--- src/isgd_pkg.sv ---
// Shared types, constants and register map of the IMU strum gesture detector.
package isgd_pkg;

	// Queue sizes
	localparam int QueueDepthDef = 4;
	localparam int OutDepthDef   = 8;

	// Configuration port
	localparam int CfgAddrW = 5;
	localparam int CfgDataW = 32;

	// Register reset values
	localparam logic        [31:0] MagThreshRst   = 32'd650000000;
	localparam logic        [14:0] GxLimitRst     = 15'd20000;
	localparam logic signed [15:0] AxFloorRst     = -16'sd6000;
	localparam logic        [14:0] GzTrigRst      = 15'd10000;
	localparam logic        [14:0] GyTrigRst      = 15'd5000;
	localparam logic        [15:0] ReleaseBandRst = 16'd4000;
	localparam logic signed [15:0] GzBiasRst      = 16'sd416;
	localparam logic signed [15:0] GxBiasRst      = -16'sd1000;

	// Palm mute arming margins
	localparam logic signed [16:0] MuteGxExtra = 17'sd3500;
	localparam logic signed [15:0] MuteGzCeil  = 16'sd5000;

	// Velocity map: floor((peak - VelMinMag) * 127 / VelSpan)
	localparam logic [31:0] VelMinMag = 32'd800000000;
	localparam logic [31:0] VelMaxMag = 32'd2500000000;
	localparam logic [30:0] VelSpan   = 31'd1700000000;
	localparam logic [6:0]  VelTop    = 7'd127;
	// floor(127 * 2^40 / VelSpan); the estimate is low by at most one
	localparam int          VelShift  = 40;
	localparam logic [16:0] VelRecip  = 17'd82139;

	typedef enum logic [1:0] {
		MODE_IDLE = 2'd0,
		MODE_DOWN = 2'd1,
		MODE_UP   = 2'd2,
		MODE_MUTE = 2'd3
	} mode_t;

	typedef enum logic [2:0] {
		REG_MAG_THRESH   = 3'd0,
		REG_GX_LIMIT     = 3'd1,
		REG_AX_FLOOR     = 3'd2,
		REG_GZ_TRIGGER   = 3'd3,
		REG_GY_TRIGGER   = 3'd4,
		REG_RELEASE_BAND = 3'd5,
		REG_GZ_BIAS      = 3'd6,
		REG_GX_BIAS      = 3'd7
	} reg_idx_t;

	typedef struct packed {
		logic        [31:0] magnitude_threshold;
		logic        [14:0] gx_limit;
		logic signed [15:0] ax_floor;
		logic        [14:0] gz_trigger;
		logic        [14:0] gy_trigger;
		logic        [15:0] release_band;
		logic signed [15:0] gz_bias;
		logic signed [15:0] gx_bias;
	} cfg_t;

	// Classified sample handed from front to back
	typedef struct packed {
		mode_t       gesture;
		logic [31:0] peak;
	} mid_t;

	// Finished result
	typedef struct packed {
		logic [1:0] gesture;
		logic [6:0] velocity;
	} res_t;

endpackage

--- src/imu_strum_gesture_detector_top.sv ---
// Top level of the IMU strum gesture detector: register file, queues and the two halves.
//
// Usage
//   Samples enter on a queue-style port: a transaction happens at a clock edge with push
//   high and full low, carrying accel_x, gyro_x, gyro_y and gyro_z (signed 16 bits).
//   Every sample yields exactly one result transaction, in order: gesture (0 none,
//   1 down strum, 2 up strum, 3 palm mute) and strike_velocity (0-127, nonzero only for
//   a finished swing). A result is on the ports while empty is low and is taken at an
//   edge with pop high and empty low.
//   A sample passes the front stages, the middle queue and the back stages before empty
//   falls for its result. Throughput is one sample per cycle while full is low; the front
//   accepts the next sample while results still wait, set by the front's gesture state update.
//   Thresholds, bias values and the release band are written over the APB port at
//   byte address 4*index; pready is tied high and reads return the register value.
//   Write them only while no sample is in flight.
//   Reset (arst_n low) returns the state machine to idle with peak zero, empties both
//   queues and loads the register defaults. When the receiver stops popping, results
//   collect in the output queue, the back end holds the middle queue, and full rises
//   once the front's credit runs out; nothing is dropped.
module imu_strum_gesture_detector_top #(
	parameter int QueueDepth = isgd_pkg::QueueDepthDef,
	parameter int OutDepth   = isgd_pkg::OutDepthDef
) (
	input  logic                          clk,
	input  logic                          arst_n,
	// sample channel
	input  logic                          push,
	output logic                          full,
	input  logic signed [15:0]            accel_x,
	input  logic signed [15:0]            gyro_x,
	input  logic signed [15:0]            gyro_y,
	input  logic signed [15:0]            gyro_z,
	// result channel
	output logic                          empty,
	input  logic                          pop,
	output logic [1:0]                    gesture,
	output logic [6:0]                    strike_velocity,
	// configuration port
	input  logic                          psel,
	input  logic                          penable,
	input  logic                          pwrite,
	input  logic [isgd_pkg::CfgAddrW-1:0] paddr,
	input  logic [isgd_pkg::CfgDataW-1:0] pwdata,
	output logic [isgd_pkg::CfgDataW-1:0] prdata,
	output logic                          pready
);

	isgd_pkg::cfg_t     cfg_q;
	isgd_pkg::reg_idx_t reg_idx;
	logic               cfg_wr;

	logic           mid_push, mid_pop, mid_empty;
	isgd_pkg::mid_t mid_wr, mid_rd;

	logic           out_push, out_pop;
	isgd_pkg::res_t out_wr, out_rd;

	// Register file: word addressed, low two address bits ignored
	assign pready  = 1'b1;
	assign reg_idx = isgd_pkg::reg_idx_t'(paddr[4:2]);
	assign cfg_wr  = psel & penable & pwrite & pready;

	always_ff @(posedge clk or negedge arst_n) begin
		if (!arst_n) begin
			cfg_q.magnitude_threshold <= isgd_pkg::MagThreshRst;
			cfg_q.gx_limit            <= isgd_pkg::GxLimitRst;
			cfg_q.ax_floor            <= isgd_pkg::AxFloorRst;
			cfg_q.gz_trigger          <= isgd_pkg::GzTrigRst;
			cfg_q.gy_trigger          <= isgd_pkg::GyTrigRst;
			cfg_q.release_band        <= isgd_pkg::ReleaseBandRst;
			cfg_q.gz_bias             <= isgd_pkg::GzBiasRst;
			cfg_q.gx_bias             <= isgd_pkg::GxBiasRst;
		end else if (cfg_wr) begin
			unique case (reg_idx)
				isgd_pkg::REG_MAG_THRESH:   cfg_q.magnitude_threshold <= pwdata;
				isgd_pkg::REG_GX_LIMIT:     cfg_q.gx_limit            <= pwdata[14:0];
				isgd_pkg::REG_AX_FLOOR:     cfg_q.ax_floor            <= pwdata[15:0];
				isgd_pkg::REG_GZ_TRIGGER:   cfg_q.gz_trigger          <= pwdata[14:0];
				isgd_pkg::REG_GY_TRIGGER:   cfg_q.gy_trigger          <= pwdata[14:0];
				isgd_pkg::REG_RELEASE_BAND: cfg_q.release_band        <= pwdata[15:0];
				isgd_pkg::REG_GZ_BIAS:      cfg_q.gz_bias             <= pwdata[15:0];
				isgd_pkg::REG_GX_BIAS:      cfg_q.gx_bias             <= pwdata[15:0];
			endcase
		end
	end

	// Read back: sign-extend the signed registers
	always_comb begin
		unique case (reg_idx)
			isgd_pkg::REG_MAG_THRESH:   prdata = cfg_q.magnitude_threshold;
			isgd_pkg::REG_GX_LIMIT:     prdata = {17'd0, cfg_q.gx_limit};
			isgd_pkg::REG_AX_FLOOR:     prdata = {{16{cfg_q.ax_floor[15]}}, cfg_q.ax_floor};
			isgd_pkg::REG_GZ_TRIGGER:   prdata = {17'd0, cfg_q.gz_trigger};
			isgd_pkg::REG_GY_TRIGGER:   prdata = {17'd0, cfg_q.gy_trigger};
			isgd_pkg::REG_RELEASE_BAND: prdata = {16'd0, cfg_q.release_band};
			isgd_pkg::REG_GZ_BIAS:      prdata = {{16{cfg_q.gz_bias[15]}}, cfg_q.gz_bias};
			isgd_pkg::REG_GX_BIAS:      prdata = {{16{cfg_q.gx_bias[15]}}, cfg_q.gx_bias};
		endcase
	end

	// Front: classify samples and advance the gesture state
	isgd_front #(
		.QueueDepth(QueueDepth)
	) u_front (
		.clk      (clk),
		.arst_n   (arst_n),
		.push     (push),
		.full     (full),
		.accel_x  (accel_x),
		.gyro_x   (gyro_x),
		.gyro_y   (gyro_y),
		.gyro_z   (gyro_z),
		.cfg      (cfg_q),
		.mid_push (mid_push),
		.mid_data (mid_wr),
		.mid_pop  (mid_pop)
	);

	// Decoupling queue between front and back
	isgd_fifo #(
		.Width($bits(isgd_pkg::mid_t)),
		.Depth(QueueDepth)
	) u_mid_fifo (
		.clk     (clk),
		.arst_n  (arst_n),
		.wr_en   (mid_push),
		.wr_data (mid_wr),
		.rd_en   (mid_pop),
		.rd_data (mid_rd),
		.empty   (mid_empty)
	);

	// Back: velocity mapping
	isgd_back #(
		.OutDepth(OutDepth)
	) u_back (
		.clk       (clk),
		.arst_n    (arst_n),
		.mid_empty (mid_empty),
		.mid_data  (mid_rd),
		.mid_pop   (mid_pop),
		.out_push  (out_push),
		.out_data  (out_wr),
		.out_pop   (out_pop)
	);

	// Result queue; hold the oldest result on the ports
	assign out_pop = pop & ~empty;

	isgd_fifo #(
		.Width($bits(isgd_pkg::res_t)),
		.Depth(OutDepth)
	) u_out_fifo (
		.clk     (clk),
		.arst_n  (arst_n),
		.wr_en   (out_push),
		.wr_data (out_wr),
		.rd_en   (out_pop),
		.rd_data (out_rd),
		.empty   (empty)
	);

	assign gesture         = out_rd.gesture;
	assign strike_velocity = out_rd.velocity;

endmodule

--- src/isgd_fifo.sv ---
// Small synchronous queue with occupancy count; writers never overrun it (credit controlled).
module isgd_fifo #(
	parameter int Width = 8,
	parameter int Depth = 4
) (
	input  logic             clk,
	input  logic             arst_n,
	input  logic             wr_en,
	input  logic [Width-1:0] wr_data,
	input  logic             rd_en,
	output logic [Width-1:0] rd_data,
	output logic             empty
);

	localparam int PtrW = (Depth > 1) ? $clog2(Depth) : 1;
	localparam int CntW = $clog2(Depth + 1);

	logic [Width-1:0] mem_q [Depth];
	logic [PtrW-1:0]  wr_ptr_q;
	logic [PtrW-1:0]  rd_ptr_q;
	logic [CntW-1:0]  count_q;

	assign empty   = (count_q == '0);
	assign rd_data = mem_q[rd_ptr_q];

	always_ff @(posedge clk) begin
		if (wr_en) begin
			mem_q[wr_ptr_q] <= wr_data;
		end
	end

	always_ff @(posedge clk or negedge arst_n) begin
		if (!arst_n) begin
			wr_ptr_q <= '0;
			rd_ptr_q <= '0;
			count_q  <= '0;
		end else begin
			if (wr_en) begin
				wr_ptr_q <= (wr_ptr_q == PtrW'(Depth - 1)) ? '0 : wr_ptr_q + 1'b1;
			end
			if (rd_en) begin
				rd_ptr_q <= (rd_ptr_q == PtrW'(Depth - 1)) ? '0 : rd_ptr_q + 1'b1;
			end
			case ({wr_en, rd_en})
				2'b10:   count_q <= count_q + 1'b1;
				2'b01:   count_q <= count_q - 1'b1;
				default: count_q <= count_q;
			endcase
		end
	end

endmodule

--- src/isgd_front.sv ---
// Front end: sample intake, squared gyro magnitude and the gesture state machine.
module isgd_front #(
	parameter int QueueDepth = isgd_pkg::QueueDepthDef
) (
	input  logic               clk,
	input  logic               arst_n,
	input  logic               push,
	output logic               full,
	input  logic signed [15:0] accel_x,
	input  logic signed [15:0] gyro_x,
	input  logic signed [15:0] gyro_y,
	input  logic signed [15:0] gyro_z,
	input  isgd_pkg::cfg_t     cfg,
	output logic               mid_push,
	output isgd_pkg::mid_t     mid_data,
	input  logic               mid_pop
);

	localparam int CntW = $clog2(QueueDepth + 1);

	logic [CntW-1:0] credit_q;
	logic            accept;

	// Stage 1: squares
	logic               valid_s1;
	logic signed [15:0] ax_s1, gx_s1, gy_s1, gz_s1;
	logic        [30:0] sqx_s1, sqy_s1, sqz_s1;
	logic signed [31:0] sqx, sqy, sqz;

	// Stage 2: magnitude
	logic               valid_s2;
	logic signed [15:0] ax_s2, gx_s2, gy_s2, gz_s2;
	logic        [31:0] mag_s2;

	// State machine
	isgd_pkg::mode_t mode_q, mode_d, gest;
	logic [31:0]     peak_q, peak_d, peak_cand;

	logic signed [16:0] gx_ext, gy_ext, gz_ext;
	logic        [16:0] gx_abs;
	logic signed [16:0] gz_trig_s, gy_trig_s, gx_lim_s;
	logic signed [17:0] gz_diff, gx_diff;
	logic        [17:0] gz_dabs, gx_dabs;
	logic               big, swing_ok, down_hit, up_hit, mute_hit, gz_rel, gx_rel;

	assign accept = push & ~full;
	assign full   = (credit_q == CntW'(QueueDepth));

	// Credit counts items in the two stages and in the queue behind them
	always_ff @(posedge clk or negedge arst_n) begin
		if (!arst_n) begin
			credit_q <= '0;
		end else begin
			case ({accept, mid_pop})
				2'b10:   credit_q <= credit_q + 1'b1;
				2'b01:   credit_q <= credit_q - 1'b1;
				default: credit_q <= credit_q;
			endcase
		end
	end

	assign sqx = gyro_x * gyro_x;
	assign sqy = gyro_y * gyro_y;
	assign sqz = gyro_z * gyro_z;

	always_ff @(posedge clk or negedge arst_n) begin
		if (!arst_n) begin
			valid_s1 <= 1'b0;
			valid_s2 <= 1'b0;
		end else begin
			valid_s1 <= accept;
			valid_s2 <= valid_s1;
		end
	end

	always_ff @(posedge clk) begin
		ax_s1  <= accel_x;
		gx_s1  <= gyro_x;
		gy_s1  <= gyro_y;
		gz_s1  <= gyro_z;
		sqx_s1 <= sqx[30:0];
		sqy_s1 <= sqy[30:0];
		sqz_s1 <= sqz[30:0];
		ax_s2  <= ax_s1;
		gx_s2  <= gx_s1;
		gy_s2  <= gy_s1;
		gz_s2  <= gz_s1;
		// three squares of at most 2^30 never reach 2^32, so no saturation
		mag_s2 <= {1'b0, sqx_s1} + {1'b0, sqy_s1} + {1'b0, sqz_s1};
	end

	// Threshold tests
	assign gx_ext    = {gx_s2[15], gx_s2};
	assign gy_ext    = {gy_s2[15], gy_s2};
	assign gz_ext    = {gz_s2[15], gz_s2};
	assign gx_abs    = gx_s2[15] ? 17'(-gx_ext) : 17'(gx_ext);
	assign gz_trig_s = $signed({2'b00, cfg.gz_trigger});
	assign gy_trig_s = $signed({2'b00, cfg.gy_trigger});
	assign gx_lim_s  = $signed({2'b00, cfg.gx_limit});

	assign big      = mag_s2 > cfg.magnitude_threshold;
	assign swing_ok = big && (gx_abs < {2'b00, cfg.gx_limit}) && (ax_s2 > cfg.ax_floor);
	assign down_hit = (gz_ext < -gz_trig_s) && (gy_ext > gy_trig_s);
	assign up_hit   = (gz_ext > gz_trig_s) && (gy_ext < -gy_trig_s);
	assign mute_hit = big && (gx_ext > (gx_lim_s + isgd_pkg::MuteGxExtra))
		&& (gz_s2 < isgd_pkg::MuteGzCeil);

	// Distance from bias, exact in 18 bits
	assign gz_diff = {{2{gz_s2[15]}}, gz_s2} - {{2{cfg.gz_bias[15]}}, cfg.gz_bias};
	assign gx_diff = {{2{gx_s2[15]}}, gx_s2} - {{2{cfg.gx_bias[15]}}, cfg.gx_bias};
	assign gz_dabs = gz_diff[17] ? 18'(-gz_diff) : 18'(gz_diff);
	assign gx_dabs = gx_diff[17] ? 18'(-gx_diff) : 18'(gx_diff);
	assign gz_rel  = gz_dabs < {2'b00, cfg.release_band};
	assign gx_rel  = gx_dabs < {2'b00, cfg.release_band};

	assign peak_cand = ((mode_q != isgd_pkg::MODE_IDLE) && (mag_s2 > peak_q)) ? mag_s2 : peak_q;

	always_ff @(posedge clk or negedge arst_n) begin
		if (!arst_n) begin
			mode_q <= isgd_pkg::MODE_IDLE;
			peak_q <= '0;
		end else if (valid_s2) begin
			mode_q <= mode_d;
			peak_q <= peak_d;
		end
	end

	always_comb begin
		mode_d = mode_q;
		peak_d = peak_cand;
		gest   = isgd_pkg::MODE_IDLE;
		unique case (mode_q)
			isgd_pkg::MODE_IDLE: begin
				if (swing_ok) begin
					if (down_hit) begin
						mode_d = isgd_pkg::MODE_DOWN;
						peak_d = mag_s2;
					end else if (up_hit) begin
						mode_d = isgd_pkg::MODE_UP;
						peak_d = mag_s2;
					end
				end else if (mute_hit) begin
					mode_d = isgd_pkg::MODE_MUTE;
				end
			end
			isgd_pkg::MODE_DOWN, isgd_pkg::MODE_UP: begin
				if (gz_rel) begin
					gest   = mode_q;
					mode_d = isgd_pkg::MODE_IDLE;
					peak_d = '0;
				end
			end
			isgd_pkg::MODE_MUTE: begin
				if (gx_rel) begin
					gest   = isgd_pkg::MODE_MUTE;
					mode_d = isgd_pkg::MODE_IDLE;
					peak_d = '0;
				end
			end
		endcase
	end

	assign mid_push         = valid_s2;
	assign mid_data.gesture = gest;
	assign mid_data.peak    = peak_cand;

endmodule

--- src/isgd_back.sv ---
// Back end: maps the swing peak to a 0-127 velocity and forms the result.
module isgd_back #(
	parameter int OutDepth = isgd_pkg::OutDepthDef
) (
	input  logic           clk,
	input  logic           arst_n,
	input  logic           mid_empty,
	input  isgd_pkg::mid_t mid_data,
	output logic           mid_pop,
	output logic           out_push,
	output isgd_pkg::res_t out_data,
	input  logic           out_pop
);

	localparam int CntW = $clog2(OutDepth + 1);

	logic [CntW-1:0] credit_q;

	logic [31:0] d_full;
	logic [47:0] prod;

	logic            valid_v1;
	isgd_pkg::mode_t gest_v1;
	logic            lo_v1, hi_v1;
	logic [30:0]     d_v1;
	logic [47:0]     prod_v1;

	logic [6:0]      est;
	logic [7:0]      est_inc;

	logic            valid_v2;
	isgd_pkg::mode_t gest_v2;
	logic            lo_v2, hi_v2;
	logic [6:0]      e_v2;
	logic [38:0]     t_v2;
	logic [37:0]     d127_v2;

	logic            swing;
	logic [6:0]      vel_c;

	// Credit covers both stages and the result queue
	assign mid_pop = ~mid_empty && (credit_q < CntW'(OutDepth));

	always_ff @(posedge clk or negedge arst_n) begin
		if (!arst_n) begin
			credit_q <= '0;
		end else begin
			case ({mid_pop, out_pop})
				2'b10:   credit_q <= credit_q + 1'b1;
				2'b01:   credit_q <= credit_q - 1'b1;
				default: credit_q <= credit_q;
			endcase
		end
	end

	// Stage 1: offset and reciprocal estimate
	assign d_full = mid_data.peak - isgd_pkg::VelMinMag;
	assign prod   = 48'(d_full[30:0]) * 48'(isgd_pkg::VelRecip);

	// Stage 2: check product for the estimate plus one
	assign est     = prod_v1[isgd_pkg::VelShift+6:isgd_pkg::VelShift];
	assign est_inc = {1'b0, est} + 8'd1;

	always_ff @(posedge clk or negedge arst_n) begin
		if (!arst_n) begin
			valid_v1 <= 1'b0;
			valid_v2 <= 1'b0;
		end else begin
			valid_v1 <= mid_pop;
			valid_v2 <= valid_v1;
		end
	end

	always_ff @(posedge clk) begin
		gest_v1 <= mid_data.gesture;
		lo_v1   <= mid_data.peak <= isgd_pkg::VelMinMag;
		hi_v1   <= mid_data.peak >= isgd_pkg::VelMaxMag;
		d_v1    <= d_full[30:0];
		prod_v1 <= prod;
		gest_v2 <= gest_v1;
		lo_v2   <= lo_v1;
		hi_v2   <= hi_v1;
		e_v2    <= est;
		t_v2    <= 39'(est_inc) * 39'(isgd_pkg::VelSpan);
		d127_v2 <= (38'(d_v1) << 7) - 38'(d_v1);
	end

	// Correct the estimate and clamp
	assign swing = (gest_v2 == isgd_pkg::MODE_DOWN) || (gest_v2 == isgd_pkg::MODE_UP);

	always_comb begin
		vel_c = (t_v2 <= {1'b0, d127_v2}) ? e_v2 + 7'd1 : e_v2;
		if (!swing || lo_v2) begin
			vel_c = '0;
		end else if (hi_v2) begin
			vel_c = isgd_pkg::VelTop;
		end
	end

	assign out_push          = valid_v2;
	assign out_data.gesture  = gest_v2;
	assign out_data.velocity = vel_c;

endmodule

--- config.mk ---
export PLATFORM = sky130hd
export DESIGN_NAME = imu_strum_gesture_detector_top
export DESIGN_NICKNAME = d
export VERILOG_FILES = /design/src/isgd_pkg.sv /design/src/imu_strum_gesture_detector_top.sv /design/src/isgd_fifo.sv /design/src/isgd_front.sv /design/src/isgd_back.sv
export SDC_FILE = /design/constraint.sdc
export NUM_CORES = 2
export LEC_CHECK = 0
export CORE_MARGIN = 2
export CORE_UTILIZATION = 40
export DETAILED_ROUTE_END_ITERATION = 16
export DONT_BUFFER_PORTS = 1
export PLACE_DENSITY = 0.53
export RECOVER_POWER = 50
export SYNTH_ARGS = -nofsm -noshare
export SYNTH_HDL_FRONTEND = slang
export SYNTH_HIERARCHICAL = 1
export SYNTH_SLANG_ARGS = --single-unit
--- constraint.sdc ---
create_clock -name clk -period 7.4 [get_ports clk]
set_input_delay 1.11 -clock clk [delete_from_list [all_inputs] [get_ports clk]]
set_output_delay 1.11 -clock clk [all_outputs]
set_load 0.02 [all_outputs]
==> impl_metrics.ini <==
[run_status]
status = finished clean

[floorplan]
rows = 160
dieArea_sq_mm = 0.1948
die_x_um = 441.3
core-area_sq_mm = 0.1902
ios = 152
chipHeight_um = 441.3
initial_core_util_pct = 40.23

[job]
cap_violations = 0

[worst_setup_path]
start_kind = flop
worstSetupPathType = flop to flop
max_stage_delay_ns = 0.55
cp_slowest_cell = fa_1
end_kind = flop
ff2ff_path_depth = 30
cp_num_cells = 30
critPathTopFamily = adder cells
critPathLaunch = u_mid_fifo/rd_ptr_q[0]
reg2reg_slack_ns = 0.32
crit_arrival_ns = 7.65
cp_max_fo = 5
critPathBufInv = 7
timing.rr.end = u_back/prod_v1[44]
r2r-start = u_mid_fifo/rd_ptr_q[0]
required_ns = 7.98
worstSetupEndpoint = u_back/prod_v1[44]

[synthesis]
seq_area_frac_synth_pct = 24.54
netlist_area_sq_mm = 0.07651
syn_inst = 7464
ys.flop_type = dfxtp_1
yosysWarnings = 6
syn_area_per_cell_sq_um = 10.25
synth.distinct_cells = 121
postSynth.asyncResetShare_pct = 26.03
ys_ff_latch = 780
synth_edf_count = 208

[timing]
tightest_slew_ns = 1.250
finalCriticalPeriod_ns = 7.078
final.period_utilization_pct = 95.65
fmax_mhz = 141.3
tns_ns = 0
finalHoldViolCount = 0
slew_viol_final = 0
slew_headroom_pct = 16.69
finalClockSkew_ns = 0.03210
finalSetupViolations = 0

[clock_network]
clkLatencyLatePin_ns = 0.71
cts.reportedPaths.clkPinSlew_ns = 0.06
cts.sinks = 780
h-tree-depth = 3
clk_path_buf_depth = 3
cts_tree = done
numCtsBuffers = 88
cts_root_buffer = clkbuf_16

[detailed_routing]
dr.first_iter.drc_count = 2746
routed_via_density = 5.107
route.detailed.drc = 0
dr.pass1.iters = 7
wl_per_cell_um = 19.52
via_count = 51570
drt-total-wl_um = 197100
ant_nets = 0

[final_layout]
nNetsFinal = 9454
layout_commonest_cell = inv_1
fillers = 18360
area_delta_synth_final_pct = 8.308
final_layout_size_suffix_gt1_share_pct = 8.704
layout_common_cells = inv_1 (1674), ha_1 (927), fa_1 (910)

[place]
gp_congestion = 0.8999
numPortBuffers = 0
dp_hpwl_um = 160200

[grt]
grt_overflow = 0
grt_pass1_vias = 54270
grt_max_degree = 204
grt.total_usage_pct = 20.69
antenna_found_initial = 15
grt_pass1_wl_um = 312100

[min_path]
hp-class = input port to asynchronous set/reset pin
==> state kept, by name, indices dropped and copies added (netlist names), 30 cells and up <==
name and flops:
u_front/peak_q 32, u_front/sqz_s1 30, cfg_q 141, u_front/mag_s2 32, u_back/d127_v2 38, u_mid_fifo/mem_q 136
u_out_fifo/mem_q 72, u_front/sqx_s1 30, u_back/d_v1 30, u_front/sqy_s1 30, u_back/t_v2 31
==> layout make-up <==
cell class	count	area [sq um]	area share [%]
sequential	780	18780	22.66
timing repair buffer	109	859.6	1.037
antenna	4	10.01	0.01208
multi-input combinational	4848	50800	61.31
inverter	1680	6306	7.610
clock inverter	56	521.8	0.6297
clock buffer	110	2439	2.943
tap	2511	3142	3.792
==> per-stage QoR <==
step                utilization, %  worst slack, ns  std cells  area [sq um]  hold slack (ns)
floorplan                        -           0.1244       7466         76510           0.3096
global placement             41.90          0.07882       9922         79690           0.3124
detailed placement           41.90          0.05632       9922         79690           0.3121
CTS                          43.46           0.1185      10090         82650          0.06221
global route                 43.56         -0.02774      10090         82850          0.08226
finish                       43.57           0.3218      10100         82860           0.1154
==> repair_timing <==
action	in CTS	in global routing
setup endpoints to repair	0	7
resized for setup	0	24
buffers inserted	0	6
hold buffers	0	0
==> routing by layer <==
| metal | track usage [%] | vias up | part of all wire [%] |
|---|---|---|---|
| li1 | - | 24510 | - |
| met1 | 28.21 | 25850 | 45 |
| met2 | 35.35 | 1004 | 48 |
| met3 | 2.165 | 199 | 4.3 |
| met4 | 4.756 | 8 | 2.1 |
| met5 | 0 | - | 0.019 |
==> cell usage after synthesis (47+ instances only) <==
| cell | instances | area [sq um] |
|---|---|---|
| fa_1 | 910 | 18220 |
| dfxtp_1 | 369 | 7387 |
| o21a_1 | 50 | 375.4 |
| a21oi_1 | 254 | 1271 |
| and2_1 | 123 | 769.5 |
| mux2i_1 | 50 | 500.5 |
| a21o_1 | 135 | 1013 |
| o21ai_0 | 162 | 810.8 |
| mux2_2 | 165 | 1858 |
| o31ai_1 | 54 | 405.4 |
| edfxtp_1 | 208 | 6246 |
| nand4_1 | 90 | 563.0 |
| nor2_1 | 283 | 1062 |
| ha_1 | 929 | 11620 |
| dfstp_2 | 52 | 1366 |
| nand2_1 | 395 | 1483 |
| nand2b_1 | 47 | 294.0 |
| clkbuf_1 | 110 | 412.9 |
| nor3_1 | 77 | 385.4 |
| dfrtp_1 | 151 | 3779 |
| xnor2_1 | 274 | 2400 |
| nand3_1 | 90 | 450.4 |
| inv_1 | 1674 | 6284 |
| xor2_1 | 103 | 902.1 |
==> cells by family after synthesis <==
group / Yosys count / share of synthesized area, %
adders and majority gates: 1839 / 39.01
buffers and inverters: 1838 / 9.257
and+or+nand+nor: 1322 / 8.576
AOI/OAI and AO/OA: 1008 / 9.024
DFF: 780 / 24.54
xor gates and xnor gates: 378 / 4.352
muxes: 297 / 5.232
other: 2 / 0.009816
==> worst min path at each step <==
stage	startpoint	to	slack, ns	depth (start not counted)
global placement	u_front/gx_s1[5]	u_front/gx_s2[5]	0.31	0
CTS	arst_n	cfg_q[44]	0.06	0
floorplan	u_back/gest_v1[0]	u_back/gest_v2[0]	0.31	0
detailed placement	u_front/ax_s1[5]	u_front/ax_s2[5]	0.31	0
global route	arst_n	cfg_q[46]	0.08	0
finish	arst_n	cfg_q[44]	0.12	0
==> worst reg2reg max path: cells and delay by family, from the launching register on <==
kind	cells	cell delay [ns]
simple gates	7	1.11
fa+ha+maj	7	2.89
compound gates	5	0.86
flops	1	0.44
xor+xnor	3	0.48
mux	1	0.51
buf+inv	7	0.70
Power is left out: the tool's default activity adds up to more than one toggle a clock period on the data nets, which glitch-free logic cannot reach.
